<file path="config.mk">
export PLATFORM = sky130hd
export DESIGN_NAME = fba_hole_eval
export DESIGN_NICKNAME = d
export VERILOG_FILES = /design/src/sv/fba_pkg.sv /design/src/sv/fba_hole_eval.sv
export SDC_FILE = /design/constraint.sdc
export NUM_CORES = 1
export LEC_CHECK = 0
export ABC_AREA = 1
export BUFFER_PORTS_ARGS = -buffer_cell sky130_fd_sc_hd__buf_4
export CAP_MARGIN = 20
export CORE_AREA = 5 5 42 44
export DETAILED_ROUTE_END_ITERATION = 8
export DIE_AREA = 0 0 47 49
export GPL_TIMING_DRIVEN = 0
export PLACE_DENSITY = 0.77
export SLEW_MARGIN = 40
export SYNTH_ARGS = -nofsm -noshare
export SYNTH_HDL_FRONTEND = slang
export SYNTH_SLANG_ARGS = --single-unit
</file>
<file path="constraint.sdc">
create_clock -name vclk -period 1.4
set_clock_uncertainty 0.15 [all_clocks]
set_input_delay 0.28 -clock vclk [all_inputs]
set_output_delay 0.28 -clock vclk [all_outputs]
set_load 0.005 [all_outputs]
</file>
<file path="src/sv/fba_pkg.sv">
`timescale 1ns / 1ps
// fba_pkg: shared constants, types and hole lookup functions of the fragment allocator
// no dependencies; used by fba_hole_eval, fragment_bitmap_allocator_unit and its testbench

package fba_pkg;

    // bitmap geometry
    localparam int BITMAP_BYTES_DEF = 4096;
    localparam int FRAGS_PER_BLOCK  = 4;
    localparam int HOLE_SIZES       = FRAGS_PER_BLOCK;

    // field widths
    localparam int REQ_W   = 2;
    localparam int FRAG_W  = 3;
    localparam int INDEX_W = 12;
    localparam int BYTE_W  = 8;
    localparam int ADDR_W  = 15;
    localparam int BPC_W   = 9;
    localparam int CYL_W   = 13;
    localparam int CFG_W   = 13;
    localparam int BLK_W   = ADDR_W - 2;
    localparam int S_DATA_W = 24;
    localparam int M_DATA_W = 32;

    // register reset values
    localparam logic [BPC_W-1:0] BPC_RESET = 9'd16;
    localparam logic [CYL_W-1:0] CYL_RESET = 13'd1;

    // request kinds
    typedef enum logic [REQ_W-1:0] {
        REQ_ALLOC = 2'd0,
        REQ_WRITE = 2'd1,
        REQ_READ  = 2'd2,
        REQ_NONE  = 2'd3
    } req_type_t;

    // configuration register indexes
    localparam logic CFG_BPC = 1'b0;
    localparam logic CFG_CYL = 1'b1;

    // offset code meaning no hole in a nibble
    localparam logic [2:0] NO_HOLE = 3'd4;

    // first hole of exactly 1, 2 or 3 free fragments in each nibble
    localparam logic [2:0] HOLE_AT [16][3] = '{
        '{3'd4, 3'd4, 3'd4}, '{3'd4, 3'd4, 3'd0}, '{3'd3, 3'd0, 3'd4}, '{3'd4, 3'd0, 3'd4},
        '{3'd0, 3'd2, 3'd4}, '{3'd0, 3'd4, 3'd4}, '{3'd0, 3'd4, 3'd4}, '{3'd0, 3'd4, 3'd4},
        '{3'd4, 3'd4, 3'd1}, '{3'd4, 3'd1, 3'd4}, '{3'd1, 3'd4, 3'd4}, '{3'd1, 3'd4, 3'd4},
        '{3'd4, 3'd2, 3'd4}, '{3'd2, 3'd4, 3'd4}, '{3'd3, 3'd4, 3'd4}, '{3'd4, 3'd4, 3'd4}
    };

    // per-size hole hits of one bitmap byte
    typedef struct packed {
        logic [HOLE_SIZES-1:0]      hit;
        logic [HOLE_SIZES-1:0]      lower;
        logic [HOLE_SIZES-1:0][1:0] off;
    } hole_hit_t;

    // offset of a hole of size (size_idx + 1) in a nibble, or NO_HOLE
    function automatic logic [2:0] hole_offset(input logic [3:0] nib, input logic [1:0] size_idx);
        logic [2:0] res;
        if (size_idx == 2'd3) begin
            res = (nib == 4'd0) ? 3'd0 : NO_HOLE;
        end else begin
            res = HOLE_AT[nib][size_idx];
        end
        return res;
    endfunction

    // frags leading bits set from fragment offset off, msb is offset 0
    function automatic logic [3:0] leading_mask(input logic [FRAG_W-1:0] frags,
                                                input logic [1:0] off);
        logic [3:0] top;
        top = 4'b1111 << (3'd4 - frags);
        return top >> off;
    endfunction

endpackage

</file>
<file path="src/sv/fba_hole_eval.sv">
`timescale 1ns / 1ps
// fba_hole_eval: finds the first hole of each size in one bitmap byte
// depends on fba_pkg (hole table, hole_hit_t)

module fba_hole_eval (
    input  logic [fba_pkg::BYTE_W-1:0] bitmap_byte,
    input  logic                       upper_ok,
    input  logic                       lower_ok,
    output fba_pkg::hole_hit_t         hits
);

    // upper block is checked before lower block for every hole size
    always_comb begin
        logic [2:0] up_off;
        logic [2:0] lo_off;
        logic       up_hit;
        logic       lo_hit;
        hits = '0;
        for (int s = 0; s < fba_pkg::HOLE_SIZES; s++) begin
            up_off = fba_pkg::hole_offset(bitmap_byte[7:4], 2'(s));
            lo_off = fba_pkg::hole_offset(bitmap_byte[3:0], 2'(s));
            up_hit = upper_ok && (up_off != fba_pkg::NO_HOLE);
            lo_hit = lower_ok && (lo_off != fba_pkg::NO_HOLE);
            hits.hit[s]   = up_hit || lo_hit;
            hits.lower[s] = !up_hit;
            hits.off[s]   = up_hit ? up_off[1:0] : lo_off[1:0];
        end
    end

endmodule

</file>
==> reports/qor.json <==
{
  "switching_power": {"value": 0.166, "unit": "mW"},
  "remaining_drc_errors": {"value": 0},
  "power.ir.vdd_worst": {"value": 0.185, "unit": "mV"},
  "design.portCount": {"value": 26},
  "num-clock-buffers": {"value": 0},
  "synth_warnings": {"value": 0},
  "synth_common_cells": {"value": "39 x sky130_fd_sc_hd__nand2_1, 14 x sky130_fd_sc_hd__nand3_1, 13 x sky130_fd_sc_hd__inv_1, 10 x sky130_fd_sc_hd__ha_1, 6 x sky130_fd_sc_hd__o21ai_0"},
  "post-route-worst-setup-slack": {"value": -304, "unit": "ps"},
  "route.detailed.wl_per_inst": {"value": 12.6, "unit": "um"},
  "filler_cell_count": {"value": 111},
  "hold_path_class": {"value": "input pin to output pin"},
  "dominant_cell_type_by_area_after_synthesis": {"value": "sky130_fd_sc_hd__nand2_1"},
  "maxClockFrequency": {"value": 0.587, "unit": "GHz"},
  "swShare": {"value": 50.0, "unit": "%"},
  "critical_path_arrival": {"value": 1270, "unit": "ps"},
  "final_cell_area": {"value": 0.00106, "unit": "mm^2"},
  "grt_max_degree": {"value": 11},
  "drtAntennaViolNets": {"value": 0},
  "period_share": {"value": 122, "unit": "%"},
  "placement.cell_area": {"value": 778, "unit": "um^2"},
  "synthDominantCellAreaShare": {"value": 25.8, "unit": "%"},
  "nets": {"value": 157},
  "post-dp-hpwl": {"value": 1170, "unit": "um"},
  "count_of_input_and_output_buffers": {"value": 20},
  "cellLeakagePower": {"value": 0.555, "unit": "nW"},
  "mappedNetlistArea": {"value": 568, "unit": "um^2"},
  "power.clock.fraction": {"value": 0, "unit": "%"},
  "globalRouteOverflowTotal": {"value": 0},
  "cell_area_power_density": {"value": 313, "unit": "mW/mm^2"},
  "yosysSeqAreaShare": {"value": 0, "unit": "%"},
  "drt-vias-per-instance": {"value": 4.88},
  "final_util": {"value": 75.5, "unit": "%"},
  "crit_fanout": {"value": 4},
  "initialDrtViolationCount": {"value": 10},
  "sum_of_internal_switching_and_leakage_power": {"value": 0.331, "unit": "mW"},
  "n_antenna_cell": {"value": 0},
  "layout.sequential_cells": {"value": 0},
  "fp.dieH": {"value": 49, "unit": "um"},
  "first_global_vias": {"value": 653},
  "gr-usage-all-layers": {"value": 14.7, "unit": "%"},
  "share_comb_of_total_power": {"value": 100.0, "unit": "%"},
  "synthesis.instances": {"value": 106},
  "seq_power_share": {"value": 0, "unit": "%"},
  "register_area": {"value": 0, "unit": "um^2"},
  "post_route_cells_drive_above_1_share": {"value": 57.0, "unit": "%"},
  "grt_antenna_before_repair": {"value": 0},
  "required_time_of_the_critical_path": {"value": 970, "unit": "ps"},
  "synthDistinctLibCells": {"value": 20},
  "detail_route.first_pass.iterations": {"value": 4},
  "area.growth.synth_to_final": {"value": 86.3, "unit": "%"},
  "synthesis.area_per_instance": {"value": 5.36, "unit": "um^2"},
  "synth_most_common_cell": {"value": "sky130_fd_sc_hd__nand2_1"},
  "crit_path_end_kind": {"value": "output pin"},
  "fp.dieW": {"value": 47, "unit": "um"},
  "setup_viol_count_final": {"value": 11},
  "routed_wirelength": {"value": 1910, "unit": "um"},
  "std_cell_rows": {"value": 14},
  "gp_congestion": {"value": 0.854},
  "cp_launch_type": {"value": "input pin"},
  "dp.cells": {"value": 144},
  "violations": {"value": "setup timing"},
  "grt_first_pass_wirelength": {"value": 2680, "unit": "um"},
  "floorplan.initialDensity": {"value": 40.5, "unit": "%"},
  "power_report.internal_total": {"value": 0.165, "unit": "mW"},
  "core_area": {"value": 0.00140, "unit": "mm^2"},
  "period_needed": {"value": 1700, "unit": "ps"},
  "max-cap-violations": {"value": 0},
  "rsz0062_at_grt": {"value": "yes"},
  "final_cells": {"value": 151},
  "yosys-top-cells-area": {"value": "sky130_fd_sc_hd__nand2_1 26%, sky130_fd_sc_hd__ha_1 22%, sky130_fd_sc_hd__nand3_1 12%, sky130_fd_sc_hd__inv_1 8.6%, sky130_fd_sc_hd__o21ai_0 5.3%"},
  "slew_viol_final": {"value": 0},
  "report.final.hold_viol_count": {"value": 0},
  "status": {"value": "finished, violations left"},
  "criticalPathCategory": {"value": "input pin to output pin"},
  "vias": {"value": 737},
  "design.die.area": {"value": 0.00230, "unit": "mm^2"}
}
cell usage in the layout, fill, tap and decap left out:
master                     instances
sky130_fd_sc_hd__inv_1             5
sky130_fd_sc_hd__nand2_2          12
sky130_fd_sc_hd__buf_4            21
sky130_fd_sc_hd__buf_8             2
sky130_fd_sc_hd__nand2_4           3
sky130_fd_sc_hd__ha_2              1
sky130_fd_sc_hd__inv_12            1
sky130_fd_sc_hd__a21oi_1           1
sky130_fd_sc_hd__ha_1              3
sky130_fd_sc_hd__conb_1            3
sky130_fd_sc_hd__o31ai_1           1
sky130_fd_sc_hd__nor2_1            1
sky130_fd_sc_hd__inv_8             1
sky130_fd_sc_hd__ha_4              6
sky130_fd_sc_hd__o21ai_1           4
sky130_fd_sc_hd__nand3b_1          1
sky130_fd_sc_hd__o21ai_2           3
sky130_fd_sc_hd__nor2_2            3
sky130_fd_sc_hd__buf_6             7
sky130_fd_sc_hd__buf_12            2
sky130_fd_sc_hd__inv_6             2
sky130_fd_sc_hd__inv_2             6
sky130_fd_sc_hd__nand2_1          29
sky130_fd_sc_hd__nand3_1           9
sky130_fd_sc_hd__buf_2             1
sky130_fd_sc_hd__o211ai_1          1
sky130_fd_sc_hd__nand3_4           1
sky130_fd_sc_hd__nand3_2           5
worst paths after layout:
path	endpoint	from	cells past startpoint
worst min-delay path	hits[13]	lower_ok	4
worst max-delay path	hits[1]	bitmap_byte[4]	11
through the flow:
stage	setup WS, ps	hold WS (ps)	TNS [ps]
floorplan	-46.6	501	-89.5
global placement	-337	715	-3050
detailed placement	-380	717	-3230
CTS	-265	721	-2210
global route	-380	749	-3210
finish	-304	736	-2430
cells by family (layout without fill, tap and decap cells):
family,after synthesis,in the layout,share of synthesized area (%)
and+or+nand+nor,64,64,50.7
buffers and inverters,21,48,17.0
adders and majority gates,10,10,22.0
AOI/OAI and AO/OA,10,10,9.69
other,1,3,0.660
power groups by stage:
| stage | clock network (mW) | logic [mW] | registers (mW) |
|---|---|---|---|
| 3_3_place_gp | 0 | 0.218 | 0 |
| 6_report | 0 | 0.331 | 0 |
| 2_1_floorplan | 0 | 0.135 | 0 |
| 4_1_cts | 0 | 0.271 | 0 |
| 5_1_grt | 0 | 0.360 | 0 |
| 3_5_place_dp | 0 | 0.222 | 0 |
per-layer routing:
metal	global-route usage, %	vias to the layer above	wire, um
met3	0.369	0	78
met1	16.5	334	754
met5	0	-	0
met4	0	0	0
met2	29.9	16	1070
li1	-	387	-
worst max-delay path, cell delays in order:
cell and delay, ps:
sky130_fd_sc_hd__buf_8 110, sky130_fd_sc_hd__inv_6 60, sky130_fd_sc_hd__ha_4 200, sky130_fd_sc_hd__nand2_2 60
sky130_fd_sc_hd__nand3_2 70, sky130_fd_sc_hd__nand2_2 100, sky130_fd_sc_hd__nand3_4 100, sky130_fd_sc_hd__nand2_4 90
sky130_fd_sc_hd__nand2_1 50, sky130_fd_sc_hd__nand2_1 60, sky130_fd_sc_hd__buf_6 90
final cells by class:
type,instances,area [um^2],share of cell area [%]
Multi-Input combinational cell,87,641,60.5
Timing Repair Buffer,27,265,25.1
Inverter,15,86.3,8.16
Buffer,6,46.3,4.37
Tap cell,16,20.0,1.89
repair_timing:
item                                    4_1_cts  5_1_grt
hold buffers                                  0        0
resized for setup                            31       35
setup buffers                                 5        2
endpoints found under the setup margin       12       12
cloned                                        0        0
pin swaps                                    23       20
No activity file was read; power rests on OpenSTA's default activity.
